$ cat src/rtl/c8fp_pkg.sv
// Shared constants, result type and CRC-8 byte update for the checked frame parser.
package c8fp_pkg;

    localparam logic [7:0] HDR0     = 8'h55;
    localparam logic [7:0] HDR1     = 8'hAA;
    localparam logic [7:0] TRL0     = 8'h0D;
    localparam logic [7:0] TRL1     = 8'h0A;
    localparam logic [7:0] CRC_POLY = 8'h8C;
    localparam logic [3:0] LEN_MIN  = 4'd7;
    localparam logic [3:0] LEN_MAX  = 4'd10;
    localparam int         KEEP_BYTES = 7;

    localparam logic [2:0] PH_LEN  = 3'd0;
    localparam logic [2:0] PH_DATA = 3'd1;
    localparam logic [2:0] PH_CRC  = 3'd2;
    localparam logic [2:0] PH_TRL0 = 3'd3;
    localparam logic [2:0] PH_TRL1 = 3'd4;

    typedef struct packed {
        logic signed [15:0] x_speed;
        logic signed [15:0] y_speed;
        logic signed [15:0] w_speed;
        logic [7:0]         ctrl_flag;
    } c8fp_result_t;

    function automatic logic [7:0] crc8_update(input logic [7:0] crc, input logic [7:0] data);
        logic [7:0] v;
        v = crc ^ data;
        for (int i = 0; i < 8; i++) begin
            v = v[0] ? ((v >> 1) ^ CRC_POLY) : (v >> 1);
        end
        return v;
    endfunction

    localparam logic [7:0] HDR_CRC = crc8_update(crc8_update(8'h00, HDR0), HDR1);

endpackage

$ cat src/rtl/c8fp_parser.sv
// Frame state machine: header hunt, length check, payload capture, CRC and trailer check.
module c8fp_parser
    import c8fp_pkg::*;
(
    input  logic         clk,
    input  logic         rst_n,
    input  logic         step,
    input  logic [7:0]   rx_byte,
    output logic         res_valid,
    output c8fp_result_t res
);

    logic       hunting_reg, hunting_next;
    logic [7:0] prev_reg, prev_next;
    logic [2:0] phase_reg, phase_next;
    logic [3:0] len_reg, len_next;
    logic [3:0] count_reg, count_next;
    logic [7:0] crc_reg, crc_next;
    logic [7:0] payload_reg [KEEP_BYTES];

    logic [7:0] crc_upd;
    logic [3:0] count_inc;
    logic       store_en;

    assign crc_upd   = crc8_update(crc_reg, rx_byte);
    assign count_inc = count_reg + 4'd1;
    assign store_en  = step && !hunting_reg && (phase_reg == PH_DATA)
                       && (count_reg < 4'(KEEP_BYTES));

    always_comb
    begin
        hunting_next = hunting_reg;
        prev_next    = prev_reg;
        phase_next   = phase_reg;
        len_next     = len_reg;
        count_next   = count_reg;
        crc_next     = crc_reg;
        res_valid    = 1'b0;
        if (step) begin
            if (hunting_reg) begin
                if (rx_byte == HDR1) begin
                    if (prev_reg == HDR0) begin
                        hunting_next = 1'b0;
                        phase_next   = PH_LEN;
                        count_next   = 4'd0;
                        len_next     = 4'd0;
                        crc_next     = HDR_CRC;
                    end
                end else begin
                    prev_next = rx_byte;
                end
            end else begin
                // Any failure, and the end of every frame, drops back to the hunt with the frame state cleared.
                hunting_next = 1'b1;
                prev_next    = 8'h00;
                phase_next   = PH_LEN;
                len_next     = 4'd0;
                count_next   = 4'd0;
                crc_next     = 8'h00;
                unique case (phase_reg)
                    PH_LEN:
                    begin
                        if (rx_byte >= 8'(LEN_MIN) && rx_byte <= 8'(LEN_MAX)) begin
                            hunting_next = 1'b0;
                            prev_next    = prev_reg;
                            len_next     = rx_byte[3:0];
                            crc_next     = crc_upd;
                            phase_next   = PH_DATA;
                        end
                    end
                    PH_DATA:
                    begin
                        hunting_next = 1'b0;
                        prev_next    = prev_reg;
                        len_next     = len_reg;
                        crc_next     = crc_upd;
                        if (count_inc >= len_reg) begin
                            count_next = 4'd0;
                            phase_next = PH_CRC;
                        end else begin
                            count_next = count_inc;
                            phase_next = PH_DATA;
                        end
                    end
                    PH_CRC:
                    begin
                        if (rx_byte == crc_reg) begin
                            hunting_next = 1'b0;
                            prev_next    = prev_reg;
                            len_next     = len_reg;
                            crc_next     = crc_reg;
                            phase_next   = PH_TRL0;
                        end
                    end
                    PH_TRL0:
                    begin
                        if (rx_byte == TRL0) begin
                            hunting_next = 1'b0;
                            prev_next    = prev_reg;
                            len_next     = len_reg;
                            crc_next     = crc_reg;
                            phase_next   = PH_TRL1;
                        end
                    end
                    PH_TRL1:
                    begin
                        res_valid = (rx_byte == TRL1);
                    end
                    default:
                    begin
                        res_valid = 1'b0;
                    end
                endcase
            end
        end
    end

    always_ff @(posedge clk or negedge rst_n)
    begin
        if (!rst_n) begin
            hunting_reg <= 1'b1;
            prev_reg    <= 8'h00;
            phase_reg   <= PH_LEN;
            len_reg     <= 4'd0;
            count_reg   <= 4'd0;
            crc_reg     <= 8'h00;
        end else begin
            hunting_reg <= hunting_next;
            prev_reg    <= prev_next;
            phase_reg   <= phase_next;
            len_reg     <= len_next;
            count_reg   <= count_next;
            crc_reg     <= crc_next;
        end
    end

    always_ff @(posedge clk)
    begin
        if (store_en) begin
            payload_reg[count_reg[2:0]] <= rx_byte;
        end
    end

    assign res.x_speed   = signed'({payload_reg[1], payload_reg[0]});
    assign res.y_speed   = signed'({payload_reg[3], payload_reg[2]});
    assign res.w_speed   = signed'({payload_reg[5], payload_reg[4]});
    assign res.ctrl_flag = payload_reg[6];

    a_result_only_on_trailer: assert property (@(posedge clk) disable iff (!rst_n)
        res_valid |-> (!hunting_reg && phase_reg == PH_TRL1 && step))
        else $error("Result raised outside the second trailer byte.");

    a_result_returns_to_hunt: assert property (@(posedge clk) disable iff (!rst_n)
        res_valid |=> (hunting_reg && prev_reg == 8'h00 && crc_reg == 8'h00))
        else $error("Parser did not return to the hunt after a good frame.");

    a_phase_in_range: assert property (@(posedge clk) disable iff (!rst_n)
        !hunting_reg |-> (phase_reg <= PH_TRL1 && count_reg < LEN_MAX))
        else $error("Frame phase or payload count out of range.");

    a_length_held: assert property (@(posedge clk) disable iff (!rst_n)
        (!hunting_reg && phase_reg == PH_DATA) |-> (len_reg >= LEN_MIN && len_reg <= LEN_MAX))
        else $error("Payload phase entered with an invalid length.");

endmodule

$ cat src/rtl/crc8_checked_frame_parser.sv
// Top level of the CRC-8 checked frame parser with its registered result port.
//
//   Channel | Handshake            | Payload
//   --------+----------------------+------------------------------------------
//   input   | in_valid / in_stall  | rx_byte
//   output  | out_valid / out_stall| x_speed, y_speed, w_speed, ctrl_flag
//
// A byte can be taken on every clock while the input is not stalled.
// A result appears in the output register in the cycle after the closing 0x0A.
// The output register is the only buffer: while it holds a result that is
// stalled, the input is stalled as well.
// Reset clears the frame state and returns the parser to the header hunt.
module crc8_checked_frame_parser
    import c8fp_pkg::*;
(
    input  logic               clk,
    input  logic               rst_n,
    input  logic               in_valid,
    output logic               in_stall,
    input  logic [7:0]         rx_byte,
    output logic               out_valid,
    input  logic               out_stall,
    output logic signed [15:0] x_speed,
    output logic signed [15:0] y_speed,
    output logic signed [15:0] w_speed,
    output logic [7:0]         ctrl_flag
);

    logic         in_accept;
    logic         res_valid;
    c8fp_result_t res;
    logic         out_valid_reg, out_valid_next;
    c8fp_result_t out_reg;

    assign in_stall  = out_valid_reg && out_stall;
    assign in_accept = in_valid && !in_stall;

    c8fp_parser u_parser (
        .clk       (clk),
        .rst_n     (rst_n),
        .step      (in_accept),
        .rx_byte   (rx_byte),
        .res_valid (res_valid),
        .res       (res)
    );

    always_comb
    begin
        if (in_stall) begin
            out_valid_next = out_valid_reg;
        end else begin
            out_valid_next = res_valid;
        end
    end

    always_ff @(posedge clk or negedge rst_n)
    begin
        if (!rst_n) begin
            out_valid_reg <= 1'b0;
        end else begin
            out_valid_reg <= out_valid_next;
        end
    end

    always_ff @(posedge clk)
    begin
        if (res_valid) begin
            out_reg <= res;
        end
    end

    assign out_valid = out_valid_reg;
    assign x_speed   = out_reg.x_speed;
    assign y_speed   = out_reg.y_speed;
    assign w_speed   = out_reg.w_speed;
    assign ctrl_flag = out_reg.ctrl_flag;

endmodule
$ cat config.mk
export PLATFORM = sky130hd
export DESIGN_NAME = crc8_checked_frame_parser
export DESIGN_NICKNAME = d
export VERILOG_FILES = /design/src/rtl/c8fp_pkg.sv /design/src/rtl/c8fp_parser.sv /design/src/rtl/crc8_checked_frame_parser.sv
export SDC_FILE = /design/constraint.sdc
export NUM_CORES = 1
export LEC_CHECK = 0
export ABC_AREA = 1
export BUFFER_PORTS_ARGS = -buffer_cell sky130_fd_sc_hd__buf_2
export CAP_MARGIN = 10
export CORE_UTILIZATION = 50
export DETAILED_ROUTE_END_ITERATION = 8
export PLACE_DENSITY = 0.67
export SLEW_MARGIN = 20
export SYNTH_ARGS = -nofsm -noshare
export SYNTH_HDL_FRONTEND = slang
export SYNTH_SLANG_ARGS = --single-unit
$ cat constraint.sdc
create_clock -name clk -period 8.5 [get_ports clk]
set_clock_uncertainty 0.05 [all_clocks]
set_input_delay 0.425 -clock clk [delete_from_list [all_inputs] [get_ports clk]]
set_output_delay 0.425 -clock clk [all_outputs]
set_load 0.01 [all_outputs]
; ---- After elaboration in Yosys (flattened, before gate mapping)
; Memory sizes are Yosys's and may differ from the RTL's. A register that Yosys moved wholly into a read port is not among the register bits.
; Cells that the tools add are included.
[classes]
add_sub_neg = 1
magnitude_cmp = 4
n_eq_ne = 16
muxes = 49
bitwise_logic = 9
n_reduce_logical = 13
[ops]
columns = operator, n
row1 = $mux W8, 17
row2 = $pmux W8 S4, 2
row3 = $mux W4, 9
row4 = $not A2 Y3, 8
row5 = $eq A8 B4 Y1 const B, 2
row6 = $pmux W4 S4, 1
row7 = $mux W1, 12
row8 = $mux W3, 4
row9 = $pmux W3 S4, 1
row10 = $reduce_and A6 Y1, 2
row11 = $ne A3 B2 Y1 const B, 3
row12 = $eq A8 B7 Y1 const B, 1
row13 = $eq A8 B8 Y1, 1
row14 = $eq A8 B8 Y1 const B, 1
row15 = $ge A8 B3 Y1 const B, 1
row16 = $le A8 B4 Y1 const B, 1
row17 = $xor A8 B8 Y8, 1
row18 = $eq A3 B2 Y1 const B, 2
row19 = $logic_and A1 B1 Y1, 6
row20 = $ne A2 B2 Y1 const B, 3
row21 = $reduce_and A5 Y1, 1
row22 = $add A4 B1 Y4 const B, 1
row23 = $ge A4 B4 Y1, 1
row24 = $lt A4 B3 Y1 const B, 1
row25 = other kinds (8), 10
[word_totals]
regBits = 29
ram_bits = 56
in_bits = 12
output_inout_bits = 58
elab_cells = 100
memories = 1
[mem_list]
columns = memory, words, width, rd, rd_ports_with_merged_regs, write_ports, line
row1 = u_parser.payload_reg, 7, 8, 7, 7, 1, c8fp_parser.sv:19  ; logic [7:0] payload_reg [KEEP_BYTES];

; ---- Longest topological paths before layout
[logic_depth]
ltp_word = 20
depth_mapped = 13
depth_no_buf = 12

; ---- Hierarchy
; A second synthesis with hierarchy kept.
[unflattened]
cells_unflattened = 457
area_unflattened_um2 = 5576.6
[modules_own_cells]
columns = module, instances, cells_per_inst, area_each_um2, seq_area_each_um2
row1 = c8fp_parser, 1, 394, 3846.2, 2383.5
row2 = crc8_checked_frame_parser, 1, 63, 1730.4, 1706.6

; ---- Least setup slack after synthesis
; Ideal clock, no wire load.
[synth_timing]
path_kind = reg2reg
from = register out_valid_reg, in the netlist out_valid
to = register out_valid_reg, in the netlist out_valid
setup_ps = 98
arrival_time_ps = 6809
required_ps = 8352
path_slack_ps = 1543
path_stages_with_launch = 7
path_buffers = 0
period_less_slack_ps = 6957
cell_sequence = dfrtp_1 -> nand2_1 -> inv_2 -> nor2_1 -> inv_1 -> nor4_1 -> or2_2
[synth_between]
elab_chain_len = 4
[synth_rtl]
columns = element, line
row1 = "start, declared", crc8_checked_frame_parser.sv:32  ; logic out_valid_reg, out_valid_next;
row2 = "start signal, assigned", crc8_checked_frame_parser.sv:61  ; out_valid_reg <= out_valid_next;
row3 = $logic_and A1 B1 Y1, crc8_checked_frame_parser.sv:35  ; assign in_stall = out_valid_reg && out_stall;
row4 = via in_stall, crc8_checked_frame_parser.sv:19  ; output logic in_stall,
row5 = $logic_not A1 Y1, crc8_checked_frame_parser.sv:36  ; assign in_accept = in_valid && !in_stall;
row6 = $logic_and A1 B1 Y1, crc8_checked_frame_parser.sv:36
row7 = $mux W1, c8fp_parser.sv:39  ; if (step) begin
row8 = via res_valid, crc8_checked_frame_parser.sv:30  ; logic res_valid;
; The timed path passes the listed nets, and every way through them passes these cells.
; A chain may end at the register's enable or synchronous reset.

; ---- Worst setup path after layout
[layout_timing]
from = register out_valid_reg, in the netlist out_valid
to = memory u_parser.payload_reg[0][2], enable pin
[layout_between]
elab_chain_len = 8
[layout_rtl]
columns = element, line
row1 = $logic_and A1 B1 Y1, crc8_checked_frame_parser.sv:35
row2 = $logic_not A1 Y1, crc8_checked_frame_parser.sv:36
row3 = $logic_and A1 B1 Y1, crc8_checked_frame_parser.sv:36
row4 = $logic_and A1 B1 Y1 (2 in series), c8fp_parser.sv:27  ; assign store_en = step && !hunting_reg && (phase_reg == PH_DATA)
row5 = $logic_and A1 B1 Y1, c8fp_parser.sv:28  ; && (count_reg < 4'(KEEP_BYTES));
row6 = $mux W1, c8fp_parser.sv:139  ; if (store_en) begin
row7 = $mux W1 (implied by the code), c8fp_parser.sv:140  ; payload_reg[count_reg[2:0]] <= rx_byte;
row8 = "end, declared", c8fp_parser.sv:19
; Every way passes these cells.

==> results.md <==
* Status: completed
* RSZ-0062 raised after global routing: false
* CTS Hold Bufs at 1
* FILL cells at about 830
* Final hold viol count at 0
* Final setup fails at 0
* Top delay family on crit path: simple AND/OR/NAND/NOR gates
* Max transition margin at 0.3237
* Xor/xnor share of the synthesized area at 0.02400
* Slew Viols, Final at 0
* Sequential share of the synthesized area at 0.7331
* Share of the synthesized area in the top cell type at 0.6028
* CTS H-Tree Depth at 4
* Total GRT Usage at 0.1997
* CTS resizes at 0
* WP depth at 9
* First-pass GRT wire length at roughly 16 mm
* Max FFs per register at between 50 and 60
* Sequential cell area at approximately 4000 um2
* Reg clk slew, reported paths at 0.06 ns
* Starting density of the core at 0.5147
* Post-route cell area at between 6000 and 7000 um2
* Area contributors post-synth: edfxtp_1 60%, dfrtp_1 13%, nand2_1 6.6%
* Hold Path Depth at 4
* Crit path max fanout at 8
* Vias per std cell at between 5 and 6
* Synth Area in Compound Gates at 0.04149
* Syn avg cell area at roughly 14 um2
* Clock network power share at 0.467
* TNS Setup at 0 ns
* Post-Route WL at about 11 mm
* Syn nets at between 400 and 500
* CTS tree: done
* Initial antenna violation count at 0
* Layout area overhead at 19.65%
* Setup crit end kind: flip-flop
* Width of the die at about 110 um
* Hold Path Class: input port to flip-flop
* Critical path type: flip-flop to flip-flop
* P_leak at 2.649 nW
* Height of the die at around 110 um
* Number of synthesized register bits at about 140
* Most frequent cells in the layout: 112 x edfxtp_1, 98 x nand2_1, 69 x buf_2
* Number of max-cap violations at 0
* Synth area leader: edfxtp_1
* N_diodes at 0
* Pre-antenna DRT Iters at 4
* Area of the mapped netlist at approximately 5600 um2
* Seq pwr share at 0.484
* CP startpoint kind: flip-flop
* Largest family of logic cells by synthesized area: simple AND/OR/NAND/NOR gates
* Simple-gate share of the synthesized area at 0.1550
* CP dominant cell by count: nand2_1
* Post-CTS Setup Repair Bufs at 0
* Worst-margin pin slew at between 1 and 1.5 ns
* Maximum root-to-sink buffer count at 2
* Layout cell share with drive strength beyond 1 at 0.3208
* CP bufs+invs at 2
* Yosys warnings at 0
* Die ar. at roughly 12000 um2
* Final ANT Viol Nets at 0
* Detailed Place HPWL at ~6.8 mm
* Multiplexer area fraction after synthesis at 0
* Ports at 70
* Worst path slowest cell: nor3_1
* Syn Inst Count at 410
* Core area at 10840 um2
* Slowest stage delay, CP at roughly 0.80 ns
* DRT iter0 DRCs at approximately 180
* Yosys cell types at 40
* Final Critical Period at between 2 and 3 ns
* Root buf cell: clkbuf_8
* Gr ovfl total at 0
* Comb power frac at 0.049
* Peak Freq at roughly 0.36 GHz
* Row count at 38
* Vias in the first global route at between 3k and 4k
* Register-to-Register Path Depth at 9
* Internal power at ~1.2 mW
* Adder-cell share of the synthesized area at 0.01121
* Arr. time, crit path at roughly 2.9 ns
* Worst path required time at ~8.6 ns
* Commonest non-fill, non-tap cell in the layout: edfxtp_1
* Net Sw Power at ~340 uW
* R2R setup slack at between 5 and 6 ns
* Largest net degree at the start of global routing at 58
* Worst VDD drop at roughly 0.15 mV
* Nets at between 500 and 600
* Multi-input gate area at roughly 1300 um2
* GP Congestion at roughly 0.81
* CP cell instances: nand2_1, inv_2, nor2_1, inv_1, nor2_2, nand2_1, a211oi_1, nand2_1, nor3_1
* Routed len/inst at roughly 16 um
* Number of buffers added on ports at around 70
* Dpl cell area at approximately 6100 um2
* CTS buffer count at 17
* Clock Latency Late Sink at about 0.53 ns
* Sw Ratio at 0.2184
* Pwr Density at approximately 230 nW/um2
* Via count at roughly 3.3k
* Fin crit share at 0.3298
* DRC at 0
* Clk sink count at ~140
[area by class of cell]
| class | count | area share |
|---|---|---|
| clock buffers | 18 | 0.06261 |
| clock inverters | 13 | 0.02493 |
| inverters | 36 | 0.02081 |
| multi-input cells | 226 | 0.1983 |
| flip-flops and latches | 141 | 0.6127 |
| well taps | 140 | 0.02624 |
| repair buffers | 71 | 0.05436 |
[final timing paths]
kind / from / end
max in group asynchronous: rst_n / u_parser.count_reg[1]$_DFFE_PN0P_
worst max register to register: out_valid$_DFFE_PN0N_ / u_parser.payload_reg[0][2]$_DFFE_PP_
worst min register to register: u_parser.payload_reg[3][6]$_DFFE_PP_ / y_speed[14]$_DFFE_PP_
worst max-delay path: out_valid$_DFFE_PN0N_ / u_parser.payload_reg[0][2]$_DFFE_PP_
min in group asynchronous: rst_n / u_parser.crc_reg[7]$_DFFE_PN0P_
worst min-delay path: out_stall / out_valid$_DFFE_PN0N_
[power by group through the flow]
stage	sequential [mW]	clock, mW	combinational (mW)
after floorplan	0.767	0	0.0531
after global placement	0.768	0	0.0728
after detailed placement	0.769	0	0.0754
after CTS	0.754	0.739	0.0767
after global routing	0.756	0.766	0.0874
final	0.755	0.729	0.0764
[metrics by stage]
stage	util	power (mW)	std cells	setup WS [ns]	hold slack, ns
6_report	0.6158	1.560	645	5.697	0.2038
5_1_grt	0.6158	1.609	645	5.420	0.2014
4_1_cts	0.6135	1.570	645	5.664	0.1853
3_5_place_dp	0.5586	0.8442	613	5.555	0.3545
3_3_place_gp	0.5586	0.8411	613	5.665	0.3532
2_1_floorplan	-	0.8201	410	1.543	0.07941
[cells by family after synthesis]
family,count (synthesis)
buf+inv,43
xor+xnor,11
compound gates,33
simple gates,177
fa+ha+maj,5
flops,141
[Yosys cell counts (all sizes together)]
| master | instances |
|---|---|
| clkbuf | 2 |
| nand3 | 28 |
| edfxtp | 112 |
| buf | 5 |
| nor4 | 1 |
| nand4 | 2 |
| a21oi | 10 |
| or2 | 1 |
| nor3 | 13 |
| ha | 5 |
| xor2 | 6 |
| dfrtp | 28 |
| o21ai | 20 |
| a32o | 1 |
| clkinv | 1 |
| dfstp | 1 |
| o31ai | 1 |
| xnor2 | 5 |
| nand2 | 111 |
| a211oi | 1 |
| inv | 35 |
| nor2 | 21 |
[tightest hold or removal path, stage by stage]
cell	delay [ns]
buf_2	0.09
nand2_1	0.06
inv_2	0.06
or2_2	0.10
[routing by layer]
layer,vias to the layer above,GRT usage,routed length [um],share of wire
met5,-,0,0,0
met4,0,0.08023,155,0.015
met3,11,0.05872,471,0.044
met2,79,0.3306,5331,0.50
met1,1592,0.2457,4630,0.44
li1,1581,-,-,-
Power figures use the tool's default switching activity.
